**src/fbpu_pkg.sv**
```systemverilog
`timescale 1ns / 1ps

package fbpu_pkg;

    localparam int FIELD_COUNT = 5;
    localparam int FIELD_W     = 8;
    localparam int COUNT_W     = 16;

    localparam logic [FIELD_W-1:0] ABSENT_BYTE = 8'hFF;
    localparam logic [COUNT_W-1:0] DEFAULT_PATTERN_LEN = 16'd256;

    localparam int FLD_INSTRUMENT = 0;
    localparam int FLD_NOTE       = 1;
    localparam int FLD_EFFECT     = 2;
    localparam int FLD_EFFECT_ARG = 3;
    localparam int FLD_VOLUME     = 4;

    typedef logic [FIELD_W-1:0] t_field_array [FIELD_COUNT];

    typedef struct packed {
        logic [FIELD_W-1:0] instrument;
        logic [FIELD_W-1:0] note_value;
        logic [FIELD_W-1:0] effect_code;
        logic [FIELD_W-1:0] effect_argument;
        logic [FIELD_W-1:0] volume_value;
        logic               last_of_pattern;
    } t_record;

    function automatic logic [FIELD_W-1:0] field_default(input int idx);
        logic [FIELD_W-1:0] val;
        val = '0;
        if (idx == FLD_NOTE || idx == FLD_VOLUME) begin
            val = ABSENT_BYTE;
        end
        return val;
    endfunction

endpackage

```
**src/flag_byte_pattern_unpacker.sv**
```systemverilog
`timescale 1ns / 1ps

// Unpacks a flag-coded pattern byte stream into five-field command records. The block takes
// one byte per cycle: each byte updates the pending-field mask and field registers in a single
// pass, and a finished record is written into a two-entry output queue in the same cycle.
// Input ready drops only when both queue entries hold results that have not been taken, so
// bytes keep flowing while one record waits at the output. A record appears on the output
// in the cycle after the byte that completes it is accepted when no earlier record is still
// waiting, and otherwise as soon as the records ahead of it have been taken. The pattern
// length register may be written only while the block is idle; a value of zero means 65536
// commands.
module flag_byte_pattern_unpacker (
    input  logic                          i_clk,
    input  logic                          i_rst_n,
    input  logic                          i_cfg_we,
    input  logic [fbpu_pkg::COUNT_W-1:0]  i_cfg_data,
    input  logic                          i_valid,
    output logic                          o_ready,
    input  logic [fbpu_pkg::FIELD_W-1:0]  i_data_byte,
    output logic                          o_valid,
    input  logic                          i_ready,
    output logic [fbpu_pkg::FIELD_W-1:0]  o_instrument,
    output logic [fbpu_pkg::FIELD_W-1:0]  o_note_value,
    output logic [fbpu_pkg::FIELD_W-1:0]  o_effect_code,
    output logic [fbpu_pkg::FIELD_W-1:0]  o_effect_argument,
    output logic [fbpu_pkg::FIELD_W-1:0]  o_volume_value,
    output logic                          o_last_of_pattern
);
    import fbpu_pkg::*;

    logic [COUNT_W-1:0]      r_cmd_limit;
    logic [FIELD_COUNT-1:0]  r_mask;
    logic [FIELD_COUNT-1:0]  n_mask;
    t_field_array            r_fields;
    t_field_array            n_fields;
    logic [COUNT_W-1:0]      r_done;
    logic [COUNT_W-1:0]      n_done;

    t_record                 r_queue [2];
    logic                    r_wr_ptr;
    logic                    r_rd_ptr;
    logic [1:0]              r_count;

    logic                    in_fire;
    logic                    out_fire;
    logic                    emit;
    logic                    push;
    logic [COUNT_W:0]        next_count;
    logic [COUNT_W:0]        limit_ext;
    logic                    is_last;
    logic                    found;
    t_record                 n_record;

    assign o_ready  = (r_count != 2'd2);
    assign o_valid  = (r_count != 2'd0);
    assign in_fire  = i_valid && o_ready;
    assign out_fire = o_valid && i_ready;

    always_comb begin
        n_fields = r_fields;
        n_mask   = r_mask;
        found    = 1'b0;
        if (r_mask == '0) begin
            for (int k = 0; k < FIELD_COUNT; k++) begin
                n_fields[k] = field_default(k);
            end
            n_mask = i_data_byte[FIELD_COUNT-1:0];
        end else begin
            for (int k = 0; k < FIELD_COUNT; k++) begin
                if (r_mask[k] && !found) begin
                    n_fields[k] = i_data_byte;
                    n_mask[k]   = 1'b0;
                    found       = 1'b1;
                end
            end
        end
        emit = (n_mask == '0);
    end

    always_comb begin
        next_count = {1'b0, r_done} + {{COUNT_W{1'b0}}, 1'b1};
        limit_ext  = (r_cmd_limit == '0) ? {1'b1, {COUNT_W{1'b0}}} : {1'b0, r_cmd_limit};
        is_last    = (next_count >= limit_ext);
        n_done     = is_last ? '0 : next_count[COUNT_W-1:0];
        n_record.instrument      = n_fields[FLD_INSTRUMENT];
        n_record.note_value      = n_fields[FLD_NOTE];
        n_record.effect_code     = n_fields[FLD_EFFECT];
        n_record.effect_argument = n_fields[FLD_EFFECT_ARG];
        n_record.volume_value    = n_fields[FLD_VOLUME];
        n_record.last_of_pattern = is_last;
    end

    assign push = in_fire && emit;

    always_ff @(posedge i_clk) begin
        if (!i_rst_n) begin
            r_cmd_limit <= DEFAULT_PATTERN_LEN;
            r_mask      <= '0;
            r_done      <= '0;
            r_wr_ptr    <= 1'b0;
            r_rd_ptr    <= 1'b0;
            r_count     <= 2'd0;
            for (int k = 0; k < FIELD_COUNT; k++) begin
                r_fields[k] <= field_default(k);
            end
        end else begin
            if (i_cfg_we) begin
                r_cmd_limit <= i_cfg_data;
            end
            if (in_fire) begin
                r_mask   <= n_mask;
                r_fields <= n_fields;
                if (emit) begin
                    r_done <= n_done;
                end
            end
            if (push) begin
                r_wr_ptr <= ~r_wr_ptr;
            end
            if (out_fire) begin
                r_rd_ptr <= ~r_rd_ptr;
            end
            if (push && !out_fire) begin
                r_count <= r_count + 2'd1;
            end else if (!push && out_fire) begin
                r_count <= r_count - 2'd1;
            end
        end
    end

    always_ff @(posedge i_clk) begin
        if (push) begin
            r_queue[r_wr_ptr] <= n_record;
        end
    end

    assign o_instrument      = r_queue[r_rd_ptr].instrument;
    assign o_note_value      = r_queue[r_rd_ptr].note_value;
    assign o_effect_code     = r_queue[r_rd_ptr].effect_code;
    assign o_effect_argument = r_queue[r_rd_ptr].effect_argument;
    assign o_volume_value    = r_queue[r_rd_ptr].volume_value;
    assign o_last_of_pattern = r_queue[r_rd_ptr].last_of_pattern;

    // The queue occupancy never exceeds its two entries.
    a_count_bound: assert property (@(posedge i_clk) disable iff (!i_rst_n)
        r_count != 2'd3)
        else $error("output queue overflow");

    // A completed command without a pop adds exactly one queued record.
    a_push_grows: assert property (@(posedge i_clk) disable iff (!i_rst_n)
        (push && !out_fire) |=> (r_count == $past(r_count) + 2'd1))
        else $error("record lost on push");

    // Read and write pointers agree with the occupancy.
    a_ptr_match: assert property (@(posedge i_clk) disable iff (!i_rst_n)
        (r_count == 2'd0 || r_count == 2'd2) |-> (r_wr_ptr == r_rd_ptr))
        else $error("queue pointers out of step");

    // The command counter returns to zero after the record that closes a pattern.
    a_done_cleared: assert property (@(posedge i_clk) disable iff (!i_rst_n)
        (push && is_last) |=> (r_done == '0))
        else $error("command counter did not wrap");

endmodule

```
**config.mk**
```make
export PLATFORM = sky130hd
export DESIGN_NAME = flag_byte_pattern_unpacker
export DESIGN_NICKNAME = d
export VERILOG_FILES = /design/src/fbpu_pkg.sv /design/src/flag_byte_pattern_unpacker.sv
export SDC_FILE = /design/constraint.sdc
export NUM_CORES = 1
export LEC_CHECK = 0
export BUFFER_PORTS_ARGS = -buffer_cell sky130_fd_sc_hd__buf_2
export CAP_MARGIN = 20
export CORE_ASPECT_RATIO = 1.4
export CORE_UTILIZATION = 48
export DETAILED_ROUTE_END_ITERATION = 16
export HOLD_SLACK_MARGIN = 0.05
export PLACE_DENSITY = 0.67
export SYNTH_ARGS = -nofsm -noshare
export SYNTH_HDL_FRONTEND = slang
export SYNTH_SLANG_ARGS = --single-unit
```
**constraint.sdc**
```tcl
create_clock -name i_clk -period 9.9 [get_ports i_clk]
set_clock_uncertainty 0.1 [all_clocks]
set_input_delay 1.98 -clock i_clk [delete_from_list [all_inputs] [get_ports i_clk]]
set_output_delay 1.98 -clock i_clk [all_outputs]
set_load 0.02 [all_outputs]
```
Word level (Yosys, flattened, before mapping)

Memory sizes are Yosys's and may differ from the RTL's. A register that Yosys moved wholly into a read port is not among the register bits.
Cells that the tools add are included.
Widths: inputs -> output; s select.

Add/subtract/negate cells: 3
Order comparisons: 1
Eq/ne operators: 1
Mux-type cells: 27
Bitwise gates (word level): 2
Reduce and logical (&&, ||, !) cells: 21

Operator list:

| cell                  | number |
|---|---|
| $mux 40               | 1 |
| $mux 8                | 5 |
| $add 16x1->17 const B | 1 |
| $ge 17x17->1          | 1 |
| $mux 17               | 1 |
| $logic_not 16->1      | 1 |
| $mux 1                | 16 |
| $mux 16               | 1 |
| $logic_not 5->1       | 2 |
| $logic_and 1x1->1     | 9 |
| $logic_not 1->1       | 6 |
| $mux 5                | 1 |
| $mux 2                | 2 |
| $reduce_bool 2->1     | 2 |
| $add 2x1->2 const B   | 1 |
| $ne 2x2->1 const B    | 1 |
| $not 1->1             | 2 |
| $reduce_and 2->1      | 1 |
| $sub 2x1->2 const B   | 1 |

Flip-flop bits (word level): 81
Memory bits (writable): 82
Input bits: 29
Output and inout port bits: 43
Memories: 1

Memories:

| memory  | depth | bits a word | read ports | clocked after Yosys merged registers in | write ports | RTL line                         | source |
|---|---|---|---|---|---|---|---|
| r_queue | 2     | 41          | 1          | 1                                       | 1           | flag_byte_pattern_unpacker.sv:39 | `t_record r_queue [2];` |

Longest topological paths before layout

Word-level depth: 24
Depth in mapped cells: 15

Worst setup path before layout

No wires, ideal clock.

Path type: input-to-reg
From: in i_data_byte[1] (netlist bit)
To: mem r_queue[0][0] (netlist bit) (enable)
Library setup time: 441 ps
Data arrival time: 4605 ps
Data required time: 9359 ps
Path slack: 4754 ps
Stages: 4
Cell sequence: or4_1 > nor2_1 > o211ai_4 > nor2_1

Word-level cells in the longest chain between the ends: 5

RTL lines:

| item                         | RTL line                          | source |
|---|---|---|
| from (decl)                  | flag_byte_pattern_unpacker.sv:19  | `input logic [fbpu_pkg::FIELD_W-1:0] i_data_byte,` |
| $mux 5                       | flag_byte_pattern_unpacker.sv:63  | `if (r_mask == '0) begin` |
| $logic_not 5->1              | flag_byte_pattern_unpacker.sv:77  | `emit = (n_mask == '0);` |
| $logic_and 1x1->1            | flag_byte_pattern_unpacker.sv:93  | `assign push = in_fire && emit;` |
| $mux 1                       | flag_byte_pattern_unpacker.sv:132 | `if (push) begin` |
| $mux 1 (implied by the code) | flag_byte_pattern_unpacker.sv:133 | `r_queue[r_wr_ptr] <= n_record;` |
| to (decl)                    | flag_byte_pattern_unpacker.sv:39  |  |

No other way between the ends.

==> run summary <==
Hold Buf Count CTS: 0
DRC: 0
Final setup viols: 0
Port Buffers: 71
crit path capture type: flip-flop
Synth top area share: 33.1%
Placement Setup Slack: 4.77 ns
Crit path arrival time: 4.98 ns
setup ws final: 5.18 ns
pin count of the biggest net entering global routing: 60
Syn Inst Count: 706
Worst-Margin Slew: 1.09 ns
routability cong.: 0.824
die width: 107 um
Seq/Total Area, Yosys: 55.1%
Post-synth EDFFs: 82
R2R Path Start: r_done[0]
leakage: 0.00310 uW
Clock Sinks: 164
R2R depth: 12
Worst Path Max Fanout: 59
Post-Route WL: 15900 um
RSZ-0062 raised after global routing: false
Syn Std Cell Area: 7450 um^2
number of fill cells: 1326
initial drt markers: 296
peak supply drop: 120 uV
antenna violations before repair: 0
Slew Limit Fails: 0
Design Area, Final: 8470 um^2
GRT overflow: 0
largest stage delay on the critical path: 0.96 ns
Root Driver: clkbuf_16
CTS Buffer Depth: 2
launching element type of the critical path: input pin
Die ar.: 16000 um^2
worst skew pair latency: 0.42 ns
Avg Cell Area, Syn: 10.6 um^2
fin crit share: 47.6%
Multi-input gate area: 3080 um^2
HP Class: flip-flop to flip-flop
Critical path origin: i_rst_n
Synth Net Count: 754
vias per std cell: 5.52
FFs w/ async S/R, synth: 0%
# diodes: 0
Placed Cells: 931
Antenna Nets Post-Route: 0
Clock Pin Slew Worst Setup and Hold Paths: 0.06 ns
R2R setup slack: 6.21 ns
Ports: 72
vias in the first global route: 5304
FF+latch count, synth: 164
total CTS buffers: 17
Slew HR: 27.4%
Syn-to-layout area delta: 13.7%
run status: finished clean
first-pass GRT wire length: 25900 um
hold violation total from the final report: 0
crit-path cells: buf_2 -> clkinv_1 -> nor2_1 -> a31o_2 -> a22o_1
Site Rows: 53
DPL Wire Length: 10800 um
share of cells above drive strength 1: 21.3%
CTS resizes: 0
dominant cell type by area after synthesis: edfxtp_1
Non-Filler Instances: 963
Critical-path top delay cell: clkinv_1
initial core utilization: 49.3%
CTS tree: yes
end of the worst register-to-register path: r_done[9]
crit path kind: input pin to flip-flop
fmax: 212 MHz
total core area: 15100 um^2
Synth Warn #: 0
CP endpoint: r_done[9]
top cells by area, synth: edfxtp_1 33%, dfxtp_1 22%, mux2_2 6.2%
Max Cap Viol: 0
Finished Core Util: 56.0%
DR vias: 5318
Post-Route Setup TNS: 0 ns
DP Area: 7900 um^2
FF/Latch Area: 4110 um^2
CP required: 10.16 ns
Die Y: 149 um
H-tree depth: 4
Yosys cell types: 51
WL/cell: 16.5 um
Final min period: 4.72 ns
Power Density: 238 nW/um^2
Post-synth top flop: edfxtp_1
fin nets: 806
overall routing resource usage: 21.0%
drt pass-1 iters: 5
postcts setup bufs: 0
-- flip-flops by register name, summed over array words and instances (netlist names), named ones only --
register / count
r_rd_ptr: 1
r_mask: 5
r_count: 2
r_done: 16
r_queue: 82
r_cmd_limit: 16
r_wr_ptr: 1
r_fields: 40
-- Yosys cell counts, types with 8 or more instances --
cell and count:
mux2_2 41, nor2_1 50, o211ai_1 10, nor2b_1 27, nand3_1 22, a31o_2 10
a21boi_0 8, edfxtp_1 82, ha_1 19, nand2_1 122, mux2i_1 31, a22oi_1 8
a22o_1 10, xnor2_1 11, dfxtp_1 82, inv_1 21, clkbuf_1 35, a21oi_1 44
-- worst max-delay path: cells and delay by family --
kind	cells	cell delay, ns
buffers and inverters	2	1.73
and+or+nand+nor	1	0.91
AOI/OAI and AO/OA	2	0.33
-- where the power goes --
part | total [uW] | internal (uW) | switching, uW
combinational | 511 | 196 | 315
sequential | 871 | 808 | 63.7
clock | 631 | 357 | 273
-- area by class of cell --
class	count	area share, %
multi-input cells	476	36.3
clock buffers	20	5.27
well taps	192	2.84
clock inverters	12	1.42
inverters	23	1.05
repair buffers	76	4.64
flip-flops and latches	164	48.5
-- layer usage --
metal	global-route usage (%)	routed length, um	vias to the layer above	share of wire [%]
li1	-	-	2589	-
met1	23.8	6290	2556	40
met2	38.0	8530	139	54
met3	3.93	626	34	3.9
met4	9.25	461	0	2.9
met5	0	0	-	0
-- cells in the final DEF, fill, tap and decap left out, types with 11 or more instances in the layout --
cell type | synthesis | layout
a21oi_1 | 44 | 44
edfxtp_1 | 82 | 82
clkbuf_16 | 0 | 17
dfxtp_1 | 82 | 81
mux2i_1 | 31 | 31
buf_2 | 0 | 71
mux2_2 | 41 | 41
ha_1 | 19 | 19
nand3_1 | 22 | 22
nor2_1 | 50 | 49
nand2_1 | 122 | 122
inv_1 | 21 | 21
xnor2_1 | 11 | 11
nor2b_1 | 27 | 27
-- kinds of logic after synthesis --
| logic type | after synthesis | synth area share, % |
|---|---|---|
| simple gates | 254 | 15.3 |
| flops | 164 | 55.1 |
| compound gates | 113 | 10.2 |
| mux | 72 | 10.4 |
| buf+inv | 66 | 3.71 |
| fa+ha+maj | 20 | 3.33 |
| xor+xnor | 17 | 2.00 |
-- stage by stage --
| stage | total power, uW | hold slack [ns] |
|---|---|---|
| after global routing | 2110 | 0.367 |
| after detailed placement | 1400 | 0.346 |
| after floorplan | 1250 | 0.336 |
| final | 2010 | 0.354 |
| after CTS | 2030 | 0.354 |
| after global placement | 1380 | 0.341 |
-- worst min path at each step --
stage / startpoint / to / cells past startpoint
floorplan: r_fields[32] / r_fields[32] / 2
finish: r_fields[33] / r_fields[33] / 2
global route: r_fields[33] / r_fields[33] / 2
detailed placement: r_fields[32] / r_fields[32] / 2
global placement: r_fields[22] / r_fields[22] / 2
CTS: r_fields[32] / r_fields[32] / 2
No activity file was read; power rests on OpenSTA's default activity.
